==> src/rtl/ptd_pkg.sv <==
// ----------------------------------------------------------------------------
// ptd_pkg
// Shared constants and controller/datapath interface types for the
// trial-division primality tester.
// ----------------------------------------------------------------------------
`default_nettype none

package ptd_pkg;

   localparam int VALUE_BITS_DEF = 31;

   // Commands from controller to datapath
   typedef struct packed {
      logic load;         // capture a new request
      logic init_div;     // set divisor to 3, square to 9
      logic div_start;    // clear remainder, reload dividend shifter
      logic div_step;     // one restoring-division bit
      logic advance;      // move to the next odd divisor
      logic finish;       // issue the response
      logic finish_prime; // verdict carried with finish
   } ctl_cmd_type;

   // Status from datapath to controller
   typedef struct packed {
      logic trivial;       // decided without any trial division
      logic trivial_prime; // verdict for the trivial case
      logic sq_over;       // divisor squared exceeds the candidate
      logic div_last;      // final division step is in progress
      logic rem_zero;      // remainder of the last division is zero
   } dp_status_type;

endpackage : ptd_pkg

`default_nettype wire

==> src/rtl/ptd_ctrl.sv <==
// ----------------------------------------------------------------------------
// ptd_ctrl
// Sequencer for the primality tester: screens trivial candidates, then walks
// odd divisors through the bound check and a bit-serial remainder.
// ----------------------------------------------------------------------------
`default_nettype none

module ptd_ctrl
   import ptd_pkg::*;
(
   input  wire logic          clock,
   input  wire logic          reset,
   input  wire logic          start,
   output logic               busy,
   input  wire dp_status_type status,
   output ctl_cmd_type        cmd
);

   typedef enum logic [4:0] {
      ST_IDLE   = 5'b00001,
      ST_SCREEN = 5'b00010,
      ST_BOUND  = 5'b00100,
      ST_DIV    = 5'b01000,
      ST_STEP   = 5'b10000
   } state_type;

   state_type state_ff, state_in;

   always_ff @(posedge clock) begin
      if (reset) begin
         state_ff <= ST_IDLE;
      end else begin
         state_ff <= state_in;
      end
   end

   assign busy = (state_ff != ST_IDLE);

   always_comb begin
      state_in = state_ff;
      cmd      = '0;
      unique case (state_ff)
         ST_IDLE: begin
            if (start) begin
               cmd.load = 1'b1;
               state_in = ST_SCREEN;
            end
         end
         ST_SCREEN: begin
            if (status.trivial) begin
               cmd.finish       = 1'b1;
               cmd.finish_prime = status.trivial_prime;
               state_in         = ST_IDLE;
            end else begin
               cmd.init_div = 1'b1;
               state_in     = ST_BOUND;
            end
         end
         ST_BOUND: begin
            // no divisor up to the square root: prime
            if (status.sq_over) begin
               cmd.finish       = 1'b1;
               cmd.finish_prime = 1'b1;
               state_in         = ST_IDLE;
            end else begin
               cmd.div_start = 1'b1;
               state_in      = ST_DIV;
            end
         end
         ST_DIV: begin
            cmd.div_step = 1'b1;
            if (status.div_last) begin
               state_in = ST_STEP;
            end
         end
         ST_STEP: begin
            if (status.rem_zero) begin
               cmd.finish       = 1'b1;
               cmd.finish_prime = 1'b0;
               state_in         = ST_IDLE;
            end else begin
               cmd.advance = 1'b1;
               state_in    = ST_BOUND;
            end
         end
         default: begin
            state_in = ST_IDLE;
         end
      endcase
   end

endmodule : ptd_ctrl

`default_nettype wire

==> src/rtl/ptd_datapath.sv <==
// ----------------------------------------------------------------------------
// ptd_datapath
// Candidate, odd divisor, running square of the divisor and a restoring
// bit-serial remainder unit; also holds the response registers.
// ----------------------------------------------------------------------------
`default_nettype none

module ptd_datapath
   import ptd_pkg::*;
#(
   parameter int VALUE_BITS = VALUE_BITS_DEF
)
(
   input  wire logic                   clock,
   input  wire logic                   reset,
   input  wire logic [VALUE_BITS-1:0]  req_candidate,
   input  wire ctl_cmd_type            cmd,
   output dp_status_type               status,
   output logic                        rsp_valid,
   output logic [VALUE_BITS-1:0]       rsp_tested_value,
   output logic                        rsp_is_prime
);

   // divisor never exceeds sqrt(2^VALUE_BITS) + 2
   localparam int DIV_BITS = (VALUE_BITS + 1) / 2 + 2;
   localparam int SQ_BITS  = VALUE_BITS + 2;
   localparam int CNT_BITS = $clog2(VALUE_BITS);

   logic [VALUE_BITS-1:0] n_ff, n_in;
   logic [VALUE_BITS-1:0] shift_ff, shift_in;
   logic [DIV_BITS-1:0]   d_ff, d_in;
   logic [SQ_BITS-1:0]    sq_ff, sq_in;
   logic [DIV_BITS-1:0]   r_ff, r_in;
   logic [CNT_BITS-1:0]   cnt_ff, cnt_in;
   logic                  valid_ff, valid_in;
   logic                  prime_ff, prime_in;

   logic [DIV_BITS:0]     r_shift;
   logic [DIV_BITS:0]     d_ext;
   logic [DIV_BITS:0]     r_sub;
   logic [DIV_BITS-1:0]   d_plus1;
   logic [SQ_BITS-1:0]    sq_inc;

   assign r_shift = {r_ff, shift_ff[VALUE_BITS-1]};
   assign d_ext   = {1'b0, d_ff};
   assign r_sub   = (r_shift >= d_ext) ? (r_shift - d_ext) : r_shift;
   assign d_plus1 = d_ff + DIV_BITS'(1);
   // (d+2)^2 = d^2 + 4(d+1)
   assign sq_inc  = SQ_BITS'({d_plus1, 2'b00});

   always_comb begin
      n_in     = n_ff;
      shift_in = shift_ff;
      d_in     = d_ff;
      sq_in    = sq_ff;
      r_in     = r_ff;
      cnt_in   = cnt_ff;
      valid_in = cmd.finish;
      prime_in = prime_ff;
      if (cmd.load) begin
         n_in = req_candidate;
      end
      if (cmd.init_div) begin
         d_in  = DIV_BITS'(3);
         sq_in = SQ_BITS'(9);
      end
      if (cmd.div_start) begin
         shift_in = n_ff;
         r_in     = '0;
         cnt_in   = '0;
      end
      if (cmd.div_step) begin
         shift_in = {shift_ff[VALUE_BITS-2:0], 1'b0};
         r_in     = r_sub[DIV_BITS-1:0];
         cnt_in   = cnt_ff + CNT_BITS'(1);
      end
      if (cmd.advance) begin
         d_in  = d_ff + DIV_BITS'(2);
         sq_in = sq_ff + sq_inc;
      end
      if (cmd.finish) begin
         prime_in = cmd.finish_prime;
      end
   end

   always_ff @(posedge clock) begin
      if (reset) begin
         valid_ff <= 1'b0;
      end else begin
         valid_ff <= valid_in;
      end
   end

   always_ff @(posedge clock) begin
      n_ff     <= n_in;
      shift_ff <= shift_in;
      d_ff     <= d_in;
      sq_ff    <= sq_in;
      r_ff     <= r_in;
      cnt_ff   <= cnt_in;
      prime_ff <= prime_in;
   end

   // candidates below 4 and even candidates need no trial division
   assign status.trivial       = (n_ff < VALUE_BITS'(4)) || !n_ff[0];
   assign status.trivial_prime = (n_ff[VALUE_BITS-1:1] == (VALUE_BITS-1)'(1));
   assign status.sq_over       = (sq_ff > SQ_BITS'(n_ff));
   assign status.div_last      = (cnt_ff == CNT_BITS'(VALUE_BITS - 1));
   assign status.rem_zero      = (r_ff == '0);

   assign rsp_valid        = valid_ff;
   assign rsp_tested_value = n_ff;
   assign rsp_is_prime     = prime_ff;

endmodule : ptd_datapath

`default_nettype wire

==> src/rtl/prime_test_trial_division.sv <==
// ----------------------------------------------------------------------------
// prime_test_trial_division
// Trial-division primality test of one unsigned candidate per request.
// ----------------------------------------------------------------------------
//  channel   ports                                  handshake
//  request   req_candidate                          start & !busy
//  response  rsp_tested_value, rsp_is_prime         rsp_valid, one cycle
//
//  Candidates below 4 and even candidates are decided in the screening state.
//  Each odd divisor d = 3, 5, ... with d*d <= candidate takes one bound check,
//  VALUE_BITS bit-serial remainder steps and one decision.
//  busy stays high from accept until the response is issued; the response
//  strobe is high in the first cycle with busy low and cannot be stalled.
//  Synchronous reset clears the controller and the response strobe.
// ----------------------------------------------------------------------------
`default_nettype none

module prime_test_trial_division
   import ptd_pkg::*;
#(
   parameter int VALUE_BITS = VALUE_BITS_DEF
)
(
   input  wire logic                   clock,
   input  wire logic                   reset,
   input  wire logic                   start,
   output logic                        busy,
   input  wire logic [VALUE_BITS-1:0]  req_candidate,
   output logic                        rsp_valid,
   output logic [VALUE_BITS-1:0]       rsp_tested_value,
   output logic                        rsp_is_prime
);

   ctl_cmd_type   cmd;
   dp_status_type status;

   ptd_ctrl u_ctrl (
      .clock  (clock),
      .reset  (reset),
      .start  (start),
      .busy   (busy),
      .status (status),
      .cmd    (cmd)
   );

   ptd_datapath #(
      .VALUE_BITS (VALUE_BITS)
   ) u_datapath (
      .clock            (clock),
      .reset            (reset),
      .req_candidate    (req_candidate),
      .cmd              (cmd),
      .status           (status),
      .rsp_valid        (rsp_valid),
      .rsp_tested_value (rsp_tested_value),
      .rsp_is_prime     (rsp_is_prime)
   );

endmodule : prime_test_trial_division

`default_nettype wire

==> config.mk <==
export PLATFORM = sky130hd
export DESIGN_NAME = prime_test_trial_division
export DESIGN_NICKNAME = d
export VERILOG_FILES = /design/src/rtl/ptd_pkg.sv /design/src/rtl/ptd_ctrl.sv /design/src/rtl/ptd_datapath.sv /design/src/rtl/prime_test_trial_division.sv
export SDC_FILE = /design/constraint.sdc
export NUM_CORES = 1
export LEC_CHECK = 0
export BUFFER_PORTS_ARGS = -buffer_cell sky130_fd_sc_hd__buf_4
export CORE_MARGIN = 2
export CORE_UTILIZATION = 35
export CTS_BUF_LIST = sky130_fd_sc_hd__clkbuf_8
export DETAILED_ROUTE_END_ITERATION = 10
export GPL_TIMING_DRIVEN = 1
export PLACE_DENSITY = 0.5
export SYNTH_ARGS = -nofsm -noshare
export SYNTH_HDL_FRONTEND = slang
export SYNTH_SLANG_ARGS = --single-unit
==> constraint.sdc <==
create_clock -name clock -period 12.4 [get_ports clock]
set_input_delay 3.72 -clock clock [delete_from_list [all_inputs] [get_ports clock]]
set_output_delay 3.72 -clock clock [all_outputs]
set_load 0.03 [all_outputs]
Word level (Yosys, flattened, before mapping)

Cells that the tools add are included.

Register bits after elaboration: 143
Input bits: 34
Output and inout bits: 34
Logic and storage cells: 64

$add $sub $neg: 5
Magnitude comparators: 3
Equality and inequality tests: 10
Mux-type cells: 30
Reduce and logical (&&, ||, !) cells: 6

Operators by type and width:

| kind                  | count |
|---|---|
| $mux 18               | 5 |
| $mux 33               | 2 |
| $mux 31               | 2 |
| $add 33x20->33        | 1 |
| $gt 33x31->1          | 1 |
| $lt 31x3->1 const B   | 1 |
| $eq 30x1->1 const B   | 1 |
| $pmux 5 s5            | 1 |
| $mux 5                | 4 |
| $ge 19x18->1          | 1 |
| $add 18x1->18 const B | 1 |
| $add 18x2->18 const B | 1 |
| $logic_not 18->1      | 1 |
| $sub 18x18->18        | 1 |
| $eq 5x5->1 const B    | 2 |
| $mux 1                | 9 |
| $mux 2                | 3 |
| $mux 3                | 2 |
| $pmux 2 s3            | 1 |
| $add 5x1->5 const B   | 1 |
| $eq 5x1->1 const B    | 1 |
| $eq 5x2->1 const B    | 1 |
| $eq 5x3->1 const B    | 1 |
| $eq 5x4->1 const B    | 1 |
| other kinds (7)       | 9 |

Depth between registers and ports, before layout

Depth in word-level cells: 6
Mapped depth: 13
Gate-level depth less buffers: 13

By module

Synthesis repeated with hierarchy kept, for this count alone.

Cells, all modules: 802
Area total of the unflattened synthesis: 8,434.3 µm²

By module, submodules not included:

| module       | instances | cells each | area each (µm²) | seq. area each (µm²) |
|---|---|---|---|---|
| ptd_datapath | 1         | 768        | 8,122.8         | 4,003.8 |
| ptd_ctrl     | 1         | 34         | 311.5           | 100.1 |

Least setup slack after synthesis

OpenSTA, ideal clock, no wires.

Path kind: in2reg
From: input start
To: register u_datapath.n_ff[0], in the netlist u_datapath.rsp_tested_value[0] (enable)
Setup time: 0.419 ns
Data arrival time: 5.079 ns
Data required time: 11.981 ns
Setup slack: 6.902 ns
Stages on the path: 2
Buffers on the path: 0
Cells stage by stage: inv_1 -> nor2_1

RTL lines:

| what                 | line                            | RTL |
|---|---|---|
| from (decl)          | prime_test_trial_division.sv:26 | `input wire logic start,` |
| to (signal assigned) | ptd_datapath.sv:95              | `n_ff <= n_in;` |
| to (decl)            | ptd_datapath.sv:29              | `logic [VALUE_BITS-1:0] n_ff, n_in;` |

Worst setup path in the final report

From: register u_ctrl.state_ff[3]
To: output busy

Cells in the longest elaborated chain, start to end: 1

RTL lines:

| what                   | line                            | RTL |
|---|---|---|
| from (decl)            | ptd_ctrl.sv:27                  | `state_type state_ff, state_in;` |
| from (signal assigned) | ptd_ctrl.sv:33                  | `state_ff <= state_in;` |
| $ne 5x1->1             | ptd_ctrl.sv:37                  | `assign busy = (state_ff != ST_IDLE);` |
| to (decl)              | prime_test_trial_division.sv:27 | `output logic busy,` |

Every way passes these cells.

==> impl_summary.log <==
INFO  metric run_status = finished, final reports clean
INFO  metric nNetsFinal = 949
INFO  metric timing.final.crit_share = 0.425
INFO  metric worstReg2RegStart = u_datapath.d_ff[4]
INFO  metric timing.hold.worst_path_depth = 2
INFO  metric powerDensity = 114 nW/um2
INFO  metric achievable-frequency = 190 MHz
INFO  metric port_buf_inserts = 67
INFO  metric synth_sequential_area_ratio = 0.489
INFO  metric startpoint_type = flop
INFO  metric worst_path_required_time = 8680 ps
INFO  metric critical_path.slowest_cell = dfxtp_1
INFO  metric antenna_violations_before_repair = 0
INFO  metric mostFrequentLayoutCell = edfxtp_1
INFO  metric min_path_type = flop to flop
INFO  metric route.antenna.remaining_nets = 0
INFO  metric period_minus_slack = 5270 ps
INFO  metric max_slew_headroom_at_the_worst_pin = 0.272
INFO  metric synth_largest_area_cell = edfxtp_1
INFO  metric power.ir.vdd_worst = 0.0643 mV
INFO  metric ys_async_sr_fraction = 0
INFO  metric rr_endpoint = u_datapath.sq_ff[26]
INFO  metric vias_per_cell = 5.24
INFO  metric clock_tree.root_cell = clkbuf_8
INFO  metric start_util = 0.357
INFO  metric cts_inserted_buffers = 17
INFO  metric coreArea = 23500 um2
INFO  metric setup.worst_path.end_class = output port
INFO  metric routed_wirelength = 20.4 mm
INFO  metric worstSkewPairLatency = 460 ps
INFO  metric layout.filler_cells = 2287
INFO  metric timing.setup.critical_path_class = flop to output port
INFO  metric post-cts-setup-buffer-count = 0
INFO  metric synth_edf_count = 132
INFO  metric worst-r2r-cell-count = 12
INFO  metric htreeDepth = 4
INFO  metric synth_cells = 770
INFO  metric antennaDiodeCount = 0
INFO  metric detail_route.first_pass.iterations = 4
INFO  metric timing.hold.worst.start = u_datapath.shift_ff[0]
INFO  metric critPathMaxStageDelay = 360 ps
INFO  metric max_slew.worst_pin.slew = 1090 ps
INFO  metric num_rows = 56
INFO  metric p_leak = 3.72 nW
INFO  metric post_cts_resize_count = 0
INFO  metric grt_util_all_layers = 0.165
INFO  metric synthToLayoutAreaGrowth = 15.1%
INFO  metric yosysTopAreaCellShare = 0.472
INFO  metric critical_path_buf_inv_count = 1
INFO  metric die-width = 159 um
INFO  metric crit_family = simple AND/OR/NAND/NOR gates
INFO  metric worst_hold_endpoint = u_datapath.shift_ff[0]
INFO  metric fin_tns_setup = 0 ps
INFO  metric fin_worst_skew = 17.0 ps
INFO  metric design_power_total = 1.10 mW
INFO  metric slew_violations = 0
INFO  metric grt_setup_unrepaired = no
INFO  metric netlist_top_cells_area = edfxtp_1, ha_1, nor2_1
INFO  metric seq_area = 4100 um2
INFO  metric grt_start_max_net_pins = 54
INFO  metric die_area = 25200 um2
INFO  metric timing.max_cap.violations = 0
INFO  metric highest_net_fanout_along_the_worst_path = 5
INFO  metric synthesis.area = 8400 um2
INFO  metric total_area_of_multi_input_combinational_cells = 4030 um2
INFO  metric synth.avg_cell_area = 10.9 um2
INFO  metric ctsHoldBuffers = 0
INFO  metric post_synth_num_cell_types = 57
INFO  metric estimated_wirelength_of_the_detail_placed_design = 14.9 mm
INFO  metric final_layout_size_suffix_gt1_frac = 0.141
INFO  metric detailedRoute.firstIterationViolations = 372
INFO  metric worst-r2r-setup-slack = 8590 ps
INFO  metric grt_remaining_overflow = 0
INFO  metric worstPathArrival = 1550 ps
INFO  metric clock_tree_from_tritoncts = built
INFO  metric postSynthRegisterBits = 139
INFO  metric ys.flop_type = edfxtp_1
INFO  metric drc_errors = 0
INFO  metric synthesis.yosys.warnings = 0
INFO  metric cts_sinks = 139
INFO  metric setup_viol = 0
INFO  metric ioPinCount = 68
INFO  metric cts.reportedPaths.clkPinSlew = 100 ps
INFO  metric max_clock_buf_depth = 2
INFO  metric layout_common_cells = edfxtp_1, nor2_1, buf_4
INFO  metric globalplace.congestion = 0.818
INFO  metric grt_first_pass_wirelength = 33.4 mm
INFO  metric grt_pass1_vias = 6322
INFO  metric postSynthNetCount = 874
INFO  metric die_h = 159 um
INFO  metric worstPathCellList = nor2_1, nand3_1, buf_4
INFO  metric hold_viol_final = 0
INFO  metric vias = 6163
INFO  metric route.detailed.wl_per_inst = 17.4 um
==> cells in the mapped netlist, types with 5 or more instances <==
| cell | number |
|---|---|
| nand4_1 | 18 |
| o21ai_0 | 32 |
| a21oi_1 | 38 |
| buf_2 | 6 |
| nand2b_1 | 10 |
| a31oi_1 | 5 |
| a22o_1 | 30 |
| and3_1 | 7 |
| nand3_1 | 22 |
| dfxtp_1 | 7 |
| inv_1 | 52 |
| nor2_1 | 81 |
| a211oi_1 | 15 |
| nand2_1 | 32 |
| nor4_1 | 13 |
| mux2i_1 | 14 |
| o211ai_1 | 5 |
| o21a_1 | 12 |
| ha_1 | 68 |
| edfxtp_1 | 132 |
| xnor2_1 | 30 |
| a21o_1 | 17 |
| and2_1 | 19 |
| clkbuf_1 | 9 |
| xor2_1 | 19 |
| nor2b_1 | 6 |
| nor3_1 | 16 |
==> area by class of cell <==
| type | count | share of cell area |
|---|---|---|
| clock buffer | 17 | 0.0242 |
| clock inverter | 15 | 0.0157 |
| inverter | 52 | 0.0202 |
| multi-input combinational | 561 | 0.416 |
| sequential | 139 | 0.425 |
| tap | 319 | 0.0413 |
| timing repair buffer | 74 | 0.0575 |
==> routing by layer <==
| layer | routed length, um | up-vias | global-route usage | part of all wire |
|---|---|---|---|---|
| li1 | - | 3043 | - | - |
| met1 | 9650 | 3005 | 0.215 | 0.47 |
| met2 | 9960 | 91 | 0.277 | 0.49 |
| met3 | 483 | 24 | 0.0313 | 0.024 |
| met4 | 332 | 0 | 0.0504 | 0.016 |
| met5 | 0 | - | 0 | 0 |
==> worst register-to-register path, stage by stage, from the launching register on <==
cell	delay [ps]
edfxtp_1	410
and3_1	200
and3_1	230
nand4_1	220
nor2_1	180
xnor2_1	110
ha_1	400
nand4_1	160
a211oi_1	440
o21ai_1	250
a21oi_1	590
a31oi_1	170
a41o_1	220
==> logic make-up after synthesis <==
kind of cell | count (synthesis) | synth area share
compound gates | 179 | 0.152
xor+xnor | 49 | 0.0511
mux | 14 | 0.0167
fa+ha+maj | 70 | 0.106
simple gates | 249 | 0.151
buf+inv | 70 | 0.0340
flops | 139 | 0.489
==> power breakdown <==
part	leakage [nW]	switching (mW)	total [mW]	internal (mW)
sequential	1.21	0.0214	0.558	0.537
combinational	2.31	0.102	0.167	0.0647
clock	0.198	0.210	0.376	0.166
total	3.72	0.334	1.10	0.767
==> metrics by stage <==
| stage | hold slack [ps] | utilization | worst slack [ps] | instances | area, um2 |
|---|---|---|---|---|---|
| 2_1_floorplan | 461 | - | 6900 | 770 | 8400 |
| 3_3_place_gp | 477 | 0.394 | 7690 | 1145 | 9280 |
| 3_5_place_dp | 493 | 0.394 | 7640 | 1145 | 9280 |
| 4_1_cts | 513 | 0.411 | 7110 | 1177 | 9660 |
| 5_1_grt | 554 | 0.411 | 6970 | 1177 | 9660 |
| 6_report | 520 | 0.411 | 7130 | 1177 | 9660 |
==> worst max-delay path by stage <==
stage,from,endpoint,slack [ps],cells after the start
3_3_place_gp,u_ctrl.state_ff[3],busy,7690,3
4_1_cts,u_ctrl.state_ff[3],busy,7110,3
6_report,u_ctrl.state_ff[3],busy,7130,3
5_1_grt,u_ctrl.state_ff[3],busy,6970,3
2_1_floorplan,start,u_datapath.rsp_tested_value[0],6900,2
3_5_place_dp,u_ctrl.state_ff[3],busy,7640,3
==> sequential cells by signal, summed over array words and instances, names as in the netlist <==
register / count
u_datapath.r_ff: 18
u_datapath.shift_ff: 31
u_datapath.d_ff: 17
u_datapath.rsp_valid: 1
u_datapath.sq_ff: 30
u_ctrl.state_ff: 5
u_datapath.cnt_ff: 5
u_datapath.rsp_tested_value: 31
u_datapath.rsp_is_prime: 1
No activity file was read; power rests on OpenSTA's default activity.
